File: config.mk
export PLATFORM = sky130hd
export DESIGN_NAME = circular_display_scroll_mapper_unit_flat
export DESIGN_NICKNAME = d
export VERILOG_FILES = /design/src/rtl/cdsm_pkg.sv /design/src/rtl/cdsm_if.sv /design/src/rtl/circular_display_scroll_mapper_unit.sv /design/src/flat_wrapper.sv
export SDC_FILE = /design/constraint.sdc
export NUM_CORES = 1
export LEC_CHECK = 0
export CAP_MARGIN = 5
export CORE_MARGIN = 4
export CORE_UTILIZATION = 70
export DETAILED_ROUTE_END_ITERATION = 16
export DONT_BUFFER_PORTS = 1
export HOLD_SLACK_MARGIN = 0.02
export PLACE_DENSITY = 0.86
export RECOVER_POWER = 100
export SLEW_MARGIN = 0
export SYNTH_ARGS = -nofsm -noshare
export SYNTH_HDL_FRONTEND = slang
export SYNTH_SLANG_ARGS = --single-unit
File: constraint.sdc
create_clock -name clk -period 37.6 [get_ports clk]
set_input_delay 1.88 -clock clk [delete_from_list [all_inputs] [get_ports clk]]
set_output_delay 1.88 -clock clk [all_outputs]
set_load 0.03 [all_outputs]
File: src/rtl/cdsm_pkg.sv
`default_nettype none

package cdsm_pkg;

    localparam int ROWS_TOTAL   = 320;
    localparam int ROWS_VISIBLE = 240;

    localparam int ROW_W = $clog2(ROWS_TOTAL);
    localparam int SUM_W = ROW_W + 1;

    // offset step of one visible screen, kept inside the ring
    localparam int VIS_STEP = ROWS_VISIBLE % ROWS_TOTAL;

    localparam logic [0:0] OP_SET_MODE = 1'b0;
    localparam logic [0:0] OP_FLUSH    = 1'b1;

    localparam logic [0:0] KIND_WINDOW = 1'b0;
    localparam logic [0:0] KIND_SCROLL = 1'b1;

    typedef enum logic [1:0] {
        MODE_NONE = 2'd0,
        MODE_DOWN = 2'd1,
        MODE_UP   = 2'd2
    } mode_t;

    typedef struct packed {
        logic [0:0]  kind;
        logic [7:0]  win_col_first;
        logic [7:0]  win_col_last;
        logic [8:0]  win_row_first;
        logic [8:0]  win_row_last;
        logic [31:0] pixels_addr;
        logic [8:0]  scroll_start;
        logic        last;
    } res_t;

endpackage

`default_nettype wire

File: src/rtl/cdsm_if.sv
`default_nettype none

interface cdsm_in_if;
    logic        valid;
    logic        ready;
    logic [0:0]  op;
    logic [1:0]  mode_request;
    logic [7:0]  col_first;
    logic [7:0]  col_last;
    logic [7:0]  row_first;
    logic [7:0]  row_last;
    logic [31:0] pixels_base;

    modport source (
        output valid, op, mode_request, col_first, col_last, row_first, row_last,
               pixels_base,
        input  ready
    );
    modport sink (
        input  valid, op, mode_request, col_first, col_last, row_first, row_last,
               pixels_base,
        output ready
    );
endinterface

interface cdsm_out_if;
    logic        valid;
    logic        ready;
    logic [0:0]  kind;
    logic [7:0]  win_col_first;
    logic [7:0]  win_col_last;
    logic [8:0]  win_row_first;
    logic [8:0]  win_row_last;
    logic [31:0] pixels_addr;
    logic [8:0]  scroll_start;
    logic        last;

    modport source (
        output valid, kind, win_col_first, win_col_last, win_row_first, win_row_last,
               pixels_addr, scroll_start, last,
        input  ready
    );
    modport sink (
        input  valid, kind, win_col_first, win_col_last, win_row_first, win_row_last,
               pixels_addr, scroll_start, last,
        output ready
    );
endinterface

`default_nettype wire

File: src/rtl/circular_display_scroll_mapper_unit.sv
`default_nettype none

// Maps rectangles drawn on the visible screen into a ring of panel rows.
// A mode word (op 0) sets the scroll mode, if the request names one, and
// gives no result; a flush word (op 1) gives one or two window commands,
// then a vertical scroll command when scrolling is on, the final one
// flagged by last. The input word is held in one register and its results
// leave through one result register, one result per cycle while the output
// is not stalled. A new word is taken in the cycle the held one finishes,
// and while a finished result still waits on the output.
module circular_display_scroll_mapper_unit (
    input  wire          clk,
    input  wire          rst_n,
    cdsm_in_if.sink      cmd,
    cdsm_out_if.source   rsp
);

    localparam int RW = cdsm_pkg::ROW_W;
    localparam int SW = cdsm_pkg::SUM_W;
    localparam logic [SW-1:0] TOTAL_S = SW'(cdsm_pkg::ROWS_TOTAL);
    localparam logic [SW-1:0] VIS_S   = SW'(cdsm_pkg::ROWS_VISIBLE);
    localparam logic [SW-1:0] STEP_S  = SW'(cdsm_pkg::VIS_STEP);
    localparam logic [SW-1:0] BACK_S  = SW'(cdsm_pkg::ROWS_TOTAL - cdsm_pkg::VIS_STEP);
    localparam logic [SW-1:0] VLAST_S = SW'(cdsm_pkg::ROWS_VISIBLE - 1);

    // held input word
    logic              a_valid_reg, a_valid_next;
    logic [0:0]        a_op_reg;
    logic [1:0]        a_req_reg;
    logic [7:0]        a_c1_reg, a_c2_reg, a_y1_reg, a_y2_reg;
    logic [31:0]       a_base_reg;
    logic [1:0]        a_seq_reg, a_seq_next;

    logic [RW-1:0]     row_offset_reg, row_offset_next;
    cdsm_pkg::mode_t   scroll_mode_reg, scroll_mode_next;

    logic              out_valid_reg, out_valid_next;
    cdsm_pkg::res_t    out_reg, out_next;

    logic              out_load, a_release;

    logic [SW-1:0]     off_ext, down_sum, up_sum, off_down, off_up, off_new;
    logic [SW-1:0]     y1_ext, y2_ext, s1_sum, s2_sum, s1, s2;
    logic [SW-1:0]     ns_sum, ns, scr_sum, scr_down, scr_up, span;
    logic              wrap, clear_mode;
    logic [31:0]       width, skip;
    logic [1:0]        n_res;
    cdsm_pkg::res_t    win1, win2, scroll_res, res_cur;

    always_comb
    begin
        off_ext  = {1'b0, row_offset_reg};
        y1_ext   = SW'(a_y1_reg);
        y2_ext   = SW'(a_y2_reg);

        down_sum = off_ext + STEP_S;
        off_down = (down_sum >= TOTAL_S) ? down_sum - TOTAL_S : down_sum;
        up_sum   = off_ext + BACK_S;
        off_up   = (up_sum >= TOTAL_S) ? up_sum - TOTAL_S : up_sum;

        if (scroll_mode_reg == cdsm_pkg::MODE_DOWN && a_y1_reg == 8'd0)
            off_new = off_down;
        else if (scroll_mode_reg == cdsm_pkg::MODE_UP && y2_ext == VLAST_S)
            off_new = off_up;
        else
            off_new = off_ext;

        clear_mode = (scroll_mode_reg == cdsm_pkg::MODE_DOWN && y2_ext >= VLAST_S)
                  || (scroll_mode_reg == cdsm_pkg::MODE_UP && a_y1_reg == 8'd0);

        // visible rows are below 256, so one subtract folds into the ring
        s1_sum = y1_ext + off_new;
        s1     = (s1_sum >= TOTAL_S) ? s1_sum - TOTAL_S : s1_sum;
        s2_sum = y2_ext + off_new;
        s2     = (s2_sum >= TOTAL_S) ? s2_sum - TOTAL_S : s2_sum;
        wrap   = s2 < s1;

        ns_sum   = off_new + y2_ext + SW'(1);
        ns       = (ns_sum >= TOTAL_S) ? ns_sum - TOTAL_S : ns_sum;
        scr_sum  = TOTAL_S - ns + VIS_S;
        scr_down = (scr_sum >= TOTAL_S) ? scr_sum - TOTAL_S : scr_sum;
        scr_up   = (s1 == '0) ? '0 : TOTAL_S - s1;

        span  = TOTAL_S - s1;
        width = {24'd0, a_c2_reg} - {24'd0, a_c1_reg} + 32'd1;
        skip  = 32'(width * {{(32-SW){1'b0}}, span});

        win1.kind          = cdsm_pkg::KIND_WINDOW;
        win1.win_col_first = a_c1_reg;
        win1.win_col_last  = a_c2_reg;
        win1.win_row_first = 9'(s1);
        win1.win_row_last  = wrap ? 9'(TOTAL_S - SW'(1)) : 9'(s2);
        win1.pixels_addr   = a_base_reg;
        win1.scroll_start  = '0;
        win1.last          = 1'b0;

        win2               = win1;
        win2.win_row_first = '0;
        win2.win_row_last  = 9'(s2);
        win2.pixels_addr   = a_base_reg + {skip[30:0], 1'b0};

        scroll_res              = '0;
        scroll_res.kind         = cdsm_pkg::KIND_SCROLL;
        scroll_res.scroll_start = (scroll_mode_reg == cdsm_pkg::MODE_DOWN)
                                  ? 9'(scr_down) : 9'(scr_up);

        n_res = 2'd1 + {1'b0, wrap}
              + {1'b0, scroll_mode_reg != cdsm_pkg::MODE_NONE};

        case (a_seq_reg)
            2'd0:    res_cur = win1;
            2'd1:    res_cur = wrap ? win2 : scroll_res;
            default: res_cur = scroll_res;
        endcase
        res_cur.last = (a_seq_reg == n_res - 2'd1);
    end

    assign out_load  = a_valid_reg && a_op_reg == cdsm_pkg::OP_FLUSH
                    && (!out_valid_reg || rsp.ready);
    assign a_release = a_valid_reg
                    && (a_op_reg == cdsm_pkg::OP_SET_MODE || (out_load && res_cur.last));
    assign cmd.ready = !a_valid_reg || a_release;

    always_comb
    begin
        a_valid_next = (cmd.valid && cmd.ready) || (a_valid_reg && !a_release);

        row_offset_next  = row_offset_reg;
        scroll_mode_next = scroll_mode_reg;
        if (a_release)
        begin
            if (a_op_reg == cdsm_pkg::OP_SET_MODE)
            begin
                if (a_req_reg <= 2'(cdsm_pkg::MODE_UP))
                    scroll_mode_next = cdsm_pkg::mode_t'(a_req_reg);
            end
            else
            begin
                row_offset_next = RW'(off_new);
                if (clear_mode)
                    scroll_mode_next = cdsm_pkg::MODE_NONE;
            end
        end

        if (a_release)
            a_seq_next = 2'd0;
        else if (out_load)
            a_seq_next = a_seq_reg + 2'd1;
        else
            a_seq_next = a_seq_reg;

        if (out_load)
            out_valid_next = 1'b1;
        else if (rsp.ready)
            out_valid_next = 1'b0;
        else
            out_valid_next = out_valid_reg;

        out_next = out_load ? res_cur : out_reg;
    end

    always_ff @(posedge clk or negedge rst_n)
    begin
        if (!rst_n)
        begin
            a_valid_reg     <= 1'b0;
            a_seq_reg       <= 2'd0;
            row_offset_reg  <= '0;
            scroll_mode_reg <= cdsm_pkg::MODE_NONE;
            out_valid_reg   <= 1'b0;
        end
        else
        begin
            a_valid_reg     <= a_valid_next;
            a_seq_reg       <= a_seq_next;
            row_offset_reg  <= row_offset_next;
            scroll_mode_reg <= scroll_mode_next;
            out_valid_reg   <= out_valid_next;
        end
    end

    always_ff @(posedge clk)
    begin
        if (cmd.valid && cmd.ready)
        begin
            a_op_reg   <= cmd.op;
            a_req_reg  <= cmd.mode_request;
            a_c1_reg   <= cmd.col_first;
            a_c2_reg   <= cmd.col_last;
            a_y1_reg   <= cmd.row_first;
            a_y2_reg   <= cmd.row_last;
            a_base_reg <= cmd.pixels_base;
        end
        out_reg <= out_next;
    end

    assign rsp.valid         = out_valid_reg;
    assign rsp.kind          = out_reg.kind;
    assign rsp.win_col_first = out_reg.win_col_first;
    assign rsp.win_col_last  = out_reg.win_col_last;
    assign rsp.win_row_first = out_reg.win_row_first;
    assign rsp.win_row_last  = out_reg.win_row_last;
    assign rsp.pixels_addr   = out_reg.pixels_addr;
    assign rsp.scroll_start  = out_reg.scroll_start;
    assign rsp.last          = out_reg.last;

`ifndef SYNTHESIS
    a_offset_in_ring: assert property (@(posedge clk) disable iff (!rst_n)
        {1'b0, row_offset_reg} < TOTAL_S)
        else $error("row offset left the ring");

    a_scroll_is_last: assert property (@(posedge clk) disable iff (!rst_n)
        rsp.valid && rsp.kind == cdsm_pkg::KIND_SCROLL |-> rsp.last)
        else $error("scroll command not final result of its word");

    a_seq_only_flush: assert property (@(posedge clk) disable iff (!rst_n)
        a_valid_reg && a_seq_reg != 2'd0 |-> a_op_reg == cdsm_pkg::OP_FLUSH)
        else $error("result sequence running for a mode word");

    a_seq_bound: assert property (@(posedge clk) disable iff (!rst_n)
        a_seq_reg != 2'd3)
        else $error("more than three results for one word");
`endif

endmodule

`default_nettype wire
File: src/flat_wrapper.sv
// flat-port wrapper written by rule: the top's interface ports become plain ports
module circular_display_scroll_mapper_unit_flat 
  (clk, rst_n, cmd_valid, cmd_op, cmd_mode_request, cmd_col_first, cmd_col_last, cmd_row_first, cmd_row_last, cmd_pixels_base, cmd_ready, rsp_valid, rsp_kind, rsp_win_col_first, rsp_win_col_last, rsp_win_row_first, rsp_win_row_last, rsp_pixels_addr, rsp_scroll_start, rsp_last, rsp_ready);
  cdsm_in_if cmd_i ();
  cdsm_out_if rsp_i ();
  input  wire clk;
  input  wire rst_n;
  input wire logic [$bits(cmd_i.valid)-1:0] cmd_valid;
  input wire logic [$bits(cmd_i.op)-1:0] cmd_op;
  input wire logic [$bits(cmd_i.mode_request)-1:0] cmd_mode_request;
  input wire logic [$bits(cmd_i.col_first)-1:0] cmd_col_first;
  input wire logic [$bits(cmd_i.col_last)-1:0] cmd_col_last;
  input wire logic [$bits(cmd_i.row_first)-1:0] cmd_row_first;
  input wire logic [$bits(cmd_i.row_last)-1:0] cmd_row_last;
  input wire logic [$bits(cmd_i.pixels_base)-1:0] cmd_pixels_base;
  output wire logic [$bits(cmd_i.ready)-1:0] cmd_ready;
  output wire logic [$bits(rsp_i.valid)-1:0] rsp_valid;
  output wire logic [$bits(rsp_i.kind)-1:0] rsp_kind;
  output wire logic [$bits(rsp_i.win_col_first)-1:0] rsp_win_col_first;
  output wire logic [$bits(rsp_i.win_col_last)-1:0] rsp_win_col_last;
  output wire logic [$bits(rsp_i.win_row_first)-1:0] rsp_win_row_first;
  output wire logic [$bits(rsp_i.win_row_last)-1:0] rsp_win_row_last;
  output wire logic [$bits(rsp_i.pixels_addr)-1:0] rsp_pixels_addr;
  output wire logic [$bits(rsp_i.scroll_start)-1:0] rsp_scroll_start;
  output wire logic [$bits(rsp_i.last)-1:0] rsp_last;
  input wire logic [$bits(rsp_i.ready)-1:0] rsp_ready;
  assign cmd_i.valid = cmd_valid;
  assign cmd_i.op = cmd_op;
  assign cmd_i.mode_request = cmd_mode_request;
  assign cmd_i.col_first = cmd_col_first;
  assign cmd_i.col_last = cmd_col_last;
  assign cmd_i.row_first = cmd_row_first;
  assign cmd_i.row_last = cmd_row_last;
  assign cmd_i.pixels_base = cmd_pixels_base;
  assign cmd_ready = cmd_i.ready;
  assign rsp_valid = rsp_i.valid;
  assign rsp_kind = rsp_i.kind;
  assign rsp_win_col_first = rsp_i.win_col_first;
  assign rsp_win_col_last = rsp_i.win_col_last;
  assign rsp_win_row_first = rsp_i.win_row_first;
  assign rsp_win_row_last = rsp_i.win_row_last;
  assign rsp_pixels_addr = rsp_i.pixels_addr;
  assign rsp_scroll_start = rsp_i.scroll_start;
  assign rsp_last = rsp_i.last;
  assign rsp_i.ready = rsp_ready;
  circular_display_scroll_mapper_unit u_core (.clk(clk), .rst_n(rst_n), .cmd(cmd_i), .rsp(rsp_i));
endmodule
; After elaboration in Yosys (flattened, before gate mapping)
; Index checks and enable logic that the tools add are counted.
; Widths: inputs -> output; s select.
[classes]
multipliers = 1
bitwise_logic = 1
n_eq_ne = 6
addsub = 21
n_reduce_logical = 27
n_mux = 20
magnitude_cmp = 9
[op_table]
columns = operator, count
row1 = $pmux 77 s2, 1
row2 = $mux 77, 1
row3 = $mux 10, 7
row4 = $ge 10x9->1 const B, 6
row5 = $sub 10x9->10 const B, 5
row6 = $mux 9, 4
row7 = $add 32x1->32 const B, 1
row8 = $add 32x32->32, 1
row9 = $mul 32x10->31, 1
row10 = $add 8x10->10, 2
row11 = $sub 9x10->10 const A, 2
row12 = $add 10x1->10 const B, 1
row13 = $add 10x8->10 const B, 1
row14 = $add 9x7->10 const B, 1
row15 = $add 9x8->10 const B, 1
row16 = $logic_and 1x1->1, 10
row17 = $logic_not 10->1, 1
row18 = $lt 10x10->1, 1
row19 = $mux 2, 5
row20 = $sub 8x8->9, 1
row21 = $sub 9x9->9 const B, 1
row22 = $eq 8x8->1 const B, 1
row23 = $ge 8x8->1 const B, 1
row24 = $logic_not 8->1, 1
row25 = other kinds (17), 28
[totals]
output_inout_bits = 79
register_bits = 159
word_cells = 105
inputBits = 71

; Logic depth before layout (Yosys ltp)
; Gate-level depths: netlist (run 1).
[depth]
ltp_word = 19
mapped_depth = 60
ltp_nobuf = 55

; Worst setup path before layout (run 1)
; OpenSTA, ideal clock, no wires.
[synth_path]
path_kind = register to register
from = reg u_core.row_offset_reg[4]
to = reg u_core.out_reg (netlist bit u_core.rsp.pixels_addr[30]) (data pin)
required_ps = 37333
path_buffers = 4
stages_incl_launch_ff = 58
slack_ps = 25173
period_less_slack_ps = 12427
arrival_time_ps = 12160
setup_time_ps = 267
path_cell_list = dfrtp_1 -> ha_1 -> clkbuf_1 -> xor2_1 -> ha_1 -> clkbuf_1 -> nor2b_1 -> o21ai_0 -> o2111ai_2 -> and2_1 -> xnor2_1 -> a22oi_1 -> ha_1 -> a21oi_1 -> xnor2_1 -> ha_1 -> inv_1 -> a41oi_1 -> (+22 left out) -> o21ai_0 -> or4_1 -> o21ai_0 -> o21bai_1 -> a21oi_1 -> o21ai_0 -> a21oi_1 -> xnor2_1 -> ha_1 -> nor3_1 -> nand2_1 -> or3_1 -> nor2_1 -> or3_1 -> a31oi_1 -> a221o_1 -> xnor2_1 -> o21ai_0
[synth_rtl]
columns = item, line_no
row1 = "start, declared", circular_display_scroll_mapper_unit.sv:34  ; logic [RW-1:0] row_offset_reg, row_offset_next;
row2 = "start signal, assigned", circular_display_scroll_mapper_unit.sv:176  ; row_offset_reg <= row_offset_next;
row3 = "end signal, assigned", circular_display_scroll_mapper_unit.sv:194  ; out_reg <= out_next;
row4 = "end, declared", circular_display_scroll_mapper_unit.sv:38  ; cdsm_pkg::res_t out_reg, out_next;

==> flow_summary.toml, run 1 <==
[hold_path]
hold_path_depth = 1
hp-class = "flop to flop"

[grt]
grt_pass1_wl_mm = 72.65
gr-total-overflow = 0
first_global_vias = 13730
grt_usage_pct = 32.73
grt_max_degree = 82
antenna_found_initial = 0

[clock_network]
post_cts_buffers = 0
cts_hold_buf = 0
cts_tree = "yes"
clock_path_buffers = 2
root_buffer = "clkbuf_16"
cts_buffers = 17
clk_pin_slew_ps = 80
cts_resized = 0
clock_latency_ps = 450
h-tree-depth = 4
cts_num_sinks = 155

[sta]
setup_viol = 0
drv_slew = 240
fin_crit_sh_pct = 40.57
worst_pin_slew_ps = 4615
clock_skew_ps = 14.77
max_freq_ghz = 0.06556
rsz0062_at_grt = "false"
tns_ps = 0
hold_viol = 0
slew_headroom_pct = -207.7
fin_crit_ps = 15250

[floorplan]
io_pins = 150
core-area_um2 = 24600
die_x_um = 167.0
dieArea_um2 = 27890
placementRows = 57
initial_core_util_pct = 71.91
die_h_um = 167.0

[detailed_routing]
via_per_inst = 6.141
drtIter0Drc = 1405
met2_length_mm = 20.94
drc = 0
met1Wirelength_mm = 17.74
first_pass_iters = 6
route.met3.wl_mm = 4.953
via_count = 13470
top_layer_used = "met4"
routed_wl_mm = 44.75
wire_per_inst_um = 20.40
ant_nets = 0

[cells_and_area]
layout_common_cells = "inv_1 (326), nor2_1 (212), fa_1 (194)"
layout.nets = 2251
fillCellCount = 1642
multiInputGateArea_um2 = 11570
register_area_um2 = 4599
fin_area_um2 = 18510
antenna_cells = 0
layout_commonest_cell = "inv_1"
final_util_pct = 75.22
area_delta_synth_final_pct = 4.597
drive_gt1_share_pct = 4.548

[placement]
dpl-instance-area_um2 = 17990
gp_congestion = 0.9645
io_buffers = 0
post-dp-hpwl_mm = 33.75

[logic_synthesis]
synthFlopType = "edfxtp_1"
synth.top_cell.area_share_pct = 24.44
synth-seq-area-share_pct = 25.99
synth_area_leader_cell = "edfxtp_1"
yosys_register_bits = 155
avgSynthCellArea_um2 = 9.402
synth_edf_count = 144
async_flop_share_pct = 7.097
synthCells = 1882
syn_nets = 2277
synth_area_leaders = "edfxtp_1 (24%), fa_1 (22%), ha_1 (9.2%), inv_1 (6.9%), xnor2_1 (4.5%)"
netlist_area_um2 = 17690
yosysWarnings = 0
ys_types = 92

[worst_setup_path]
cp_data_arrival_time_ps = 15420
slowest_delay_ps = 1440
cp_slowest_cell = "o311ai_0"
crit_type = "flop to flop"
reg2regPathDepth = 48
cp-end-kind = "flop"
critPathMaxFanout = 23
startpoint_type = "flop"
required_ps = 37760

[status]
violations = "capacitance limit, slew limit"
outcome = "finished, violations left"

[flow_run]
cap_violations = 6
## area by class of cell
type                    instances  area share (%)
multi-input cells            1337           62.52
flip-flops and latches        155           24.85
inverters                     332           6.760
clock buffers                  17           2.299
well taps                     324           2.190
clock inverters                15          0.9532
repair buffers                 13          0.4259
## worst max-delay path: cells and delay by family (launching register included)
family | cells | cell delay [ps]
buf+inv | 6 | 980
compound gates | 19 | 5170
fa+ha+maj | 9 | 3780
flops | 1 | 770
xor+xnor | 3 | 1220
simple gates | 11 | 3050
## through the flow
stage / cells / hold slack, ps / worst slack (ps)
after floorplan: 1882 / 475.1 / 25170
after global placement: 2161 / 502.2 / 24000
after detailed placement: 2161 / 515.0 / 23520
after CTS: 2193 / 530.8 / 23370
after global routing: 2193 / 576.6 / 21160
final: 2193 / 539.8 / 22350
## cells by family after synthesis
group	after synthesis	synth area share (%)
mux	11	0.8202
simple gates	573	15.25
compound gates	297	11.41
flops	155	25.99
xor+xnor	132	6.916
fa+ha+maj	324	31.14
buf+inv	390	8.471
## synthesized netlist by cell type (6+ instances only)
cell	n
clkbuf_1	46
buf_2	9
o21a_1	12
o31ai_1	7
fa_1	194
nor2b_1	30
o21ai_0	68
a21oi_1	81
o21bai_1	16
and3_1	10
inv_1	325
a21o_1	33
nand2b_1	55
or3_1	10
o21ai_1	6
nand2_1	152
mux2i_1	6
edfxtp_1	144
dfrtp_1	11
a31oi_1	9
or2_2	13
nor2_1	212
and2_1	24
xnor2_1	91
xor2_1	36
nand3_1	19
nand4_1	7
nor3_1	21
ha_1	130
## final timing paths
kind / start / to / slack [ps]
worst min-delay path: u_core.a_valid_reg / u_core.a_seq_reg[1] / 540
worst max register to register: u_core.a_y1_reg[0] / u_core.rsp.pixels_addr[30] / 22350
max in group asynchronous: rst_n / u_core.a_seq_reg[1] / 36410
min in group asynchronous: rst_n / u_core.rsp.valid / 1120
worst max-delay path: u_core.a_y1_reg[0] / u_core.rsp.pixels_addr[30] / 22350
worst min register to register: u_core.a_valid_reg / u_core.a_seq_reg[1] / 540
## layer usage
metal,up-vias,global-route usage (%)
met1,6474,45.45
met3,103,7.561
met5,-,0
li1,6044,-
met2,846,52.34
met4,0,9.285
Power of run 1 is not shown: default switching activity piles up to over one toggle a cycle in this logic, so the estimate is an artifact.
==> inputs of run 2 (changes only) <==
CORE_UTILIZATION = 67   (was 70)
PLACE_DENSITY = 0.83   (was 0.86)
clock period = 15.7 ns   (was 37.6 ns; I/O delays follow)
==> run 2 against run 1 <==
The flow still finishes with violations (capacitance limit, slew limit); register-to-register slack got worse by 21000 ps; final cell count rose by 0.68%; critical path depth is the same; sequential cell count unchanged; die area up 4.3%; critical path type unchanged; critical endpoint unchanged.
==> flow_summary.toml, run 2 (same netlist as run 1, synthesis figures left out) <==
[flow_run]
cap_violations = 5

[clock_network]
cts_tree = "yes"
cts_num_sinks = 155
clk_pin_slew_ps = 90
clock_path_buffers = 2
h-tree-depth = 4
root_buffer = "clkbuf_16"
cts_resized = 0
clock_latency_ps = 450
cts_buffers = 17

[grt]
grt_max_degree = 83
grt_pass1_wl_mm = 70.47
grt_usage_pct = 30.94
gr-total-overflow = 0
first_global_vias = 13640
antenna_found_initial = 1

[placement]
dp_slack_ps = 1528
io_buffers = 0
gp_congestion = 0.9317
place_inst = 2173
post-dp-hpwl_mm = 32.47

[sta]
finalWorstSetupSlack_ps = 1068
worst_pin_slew_ps = 4524
max_freq_ghz = 0.06834
setup_viol = 0
drv_slew = 218
fin_crit_sh_pct = 93.20
slew_headroom_pct = -201.6
hold_viol = 0
fin_crit_ps = 14630
tns_ps = 0
clock_skew_ps = 20.05
rsz0062_at_grt = "false"

[floorplan]
core-area_um2 = 25980
dieArea_um2 = 29070
placementRows = 59
io_pins = 150
die_x_um = 170.5
initial_core_util_pct = 68.10
die_h_um = 170.5

[worst_setup_path]
cp_data_arrival_time_ps = 14780
cpMostUsedCell = "fa_1"
cp-end-kind = "flop"
startpoint_type = "flop"
cp_slowest_cell = "o311ai_0"
crit_type = "flop to flop"
required_ps = 15850
critPathMaxFanout = 23
slowest_delay_ps = 1250

[detailed_routing]
met1Wirelength_mm = 17.71
via_per_inst = 5.981
top_layer_used = "met4"
first_pass_iters = 5
wire_per_inst_um = 19.68
drtIter0Drc = 1470
via_count = 13210
met2_length_mm = 19.81
route.met3.wl_mm = 4.502
routed_wl_mm = 43.46
ant_nets = 0
drc = 0

[status]
outcome = "finished, violations left"
violations = "capacitance limit, slew limit"

[cells_and_area]
drive_gt1_share_pct = 4.968
layout_common_cells = "inv_1 (325), nor2_1 (213), fa_1 (194)"
layout_commonest_cell = "inv_1"
layout.nets = 2254
finalNonFillerCells = 2208
area_delta_synth_final_pct = 5.006
final_util_pct = 71.50

[hold_path]
hp-class = "input port to flop"
## run 2: cell type report
cell class / count / area, um^2
clock buffers: 17 / 425.4
clock inverters: 15 / 178.9
fillers: 1878 / 7405
repair buffers: 16 / 106.4
inverters: 332 / 1251
flip-flops and latches: 155 / 4599
diodes: 1 / 2.502
multi-input cells: 1337 / 11600
well taps: 335 / 419.2
## run 2: stage by stage
| stage | hold slack (ps) | cell area (um^2) |
|---|---|---|
| 3_3_place_gp | 489.9 | 18020 |
| 6_report | 423.8 | 18580 |
| 2_1_floorplan | 475.1 | 17690 |
| 3_5_place_dp | 489.7 | 18020 |
| 5_1_grt | 418.9 | 18580 |
| 4_1_cts | 20.61 | 18630 |
## run 2: final timing paths
check,start,endpoint,slack [ps],cells past startpoint
min in group asynchronous,rst_n,u_core.a_seq_reg[0],610,1
worst min-delay path,cmd_pixels_base[14],u_core.a_base_reg[14],420,0
max in group asynchronous,rst_n,u_core.row_offset_reg[7],14770,1
worst min register to register,u_core.a_valid_reg,u_core.a_seq_reg[1],520,1
worst max register to register,u_core.a_y1_reg[0],u_core.rsp.pixels_addr[30],1070,48
worst max-delay path,u_core.a_y1_reg[0],u_core.rsp.pixels_addr[30],1070,48
## run 2: worst max-delay path, delay by kind of cell (launching register included)
family          cells  cell delay (ps)
xor+xnor            3             1190
fa+ha+maj           9             3790
flops               1              780
simple gates       11             2730
buf+inv             6              850
compound gates     19             4930
## run 2: what timing repair did
item	CTS	global route
buffers inserted	0	0
hold buffers	1	1
endpoints found under the hold margin	7	4
## run 2: routing by layer
| layer | vias up | global-route usage [%] |
|---|---|---|
| met2 | 733 | 48.57 |
| met3 | 121 | 6.585 |
| met5 | - | 0 |
| met4 | 0 | 11.18 |
| li1 | 6064 | - |
| met1 | 6288 | 43.08 |
Power of run 2 is left out for the same reason.
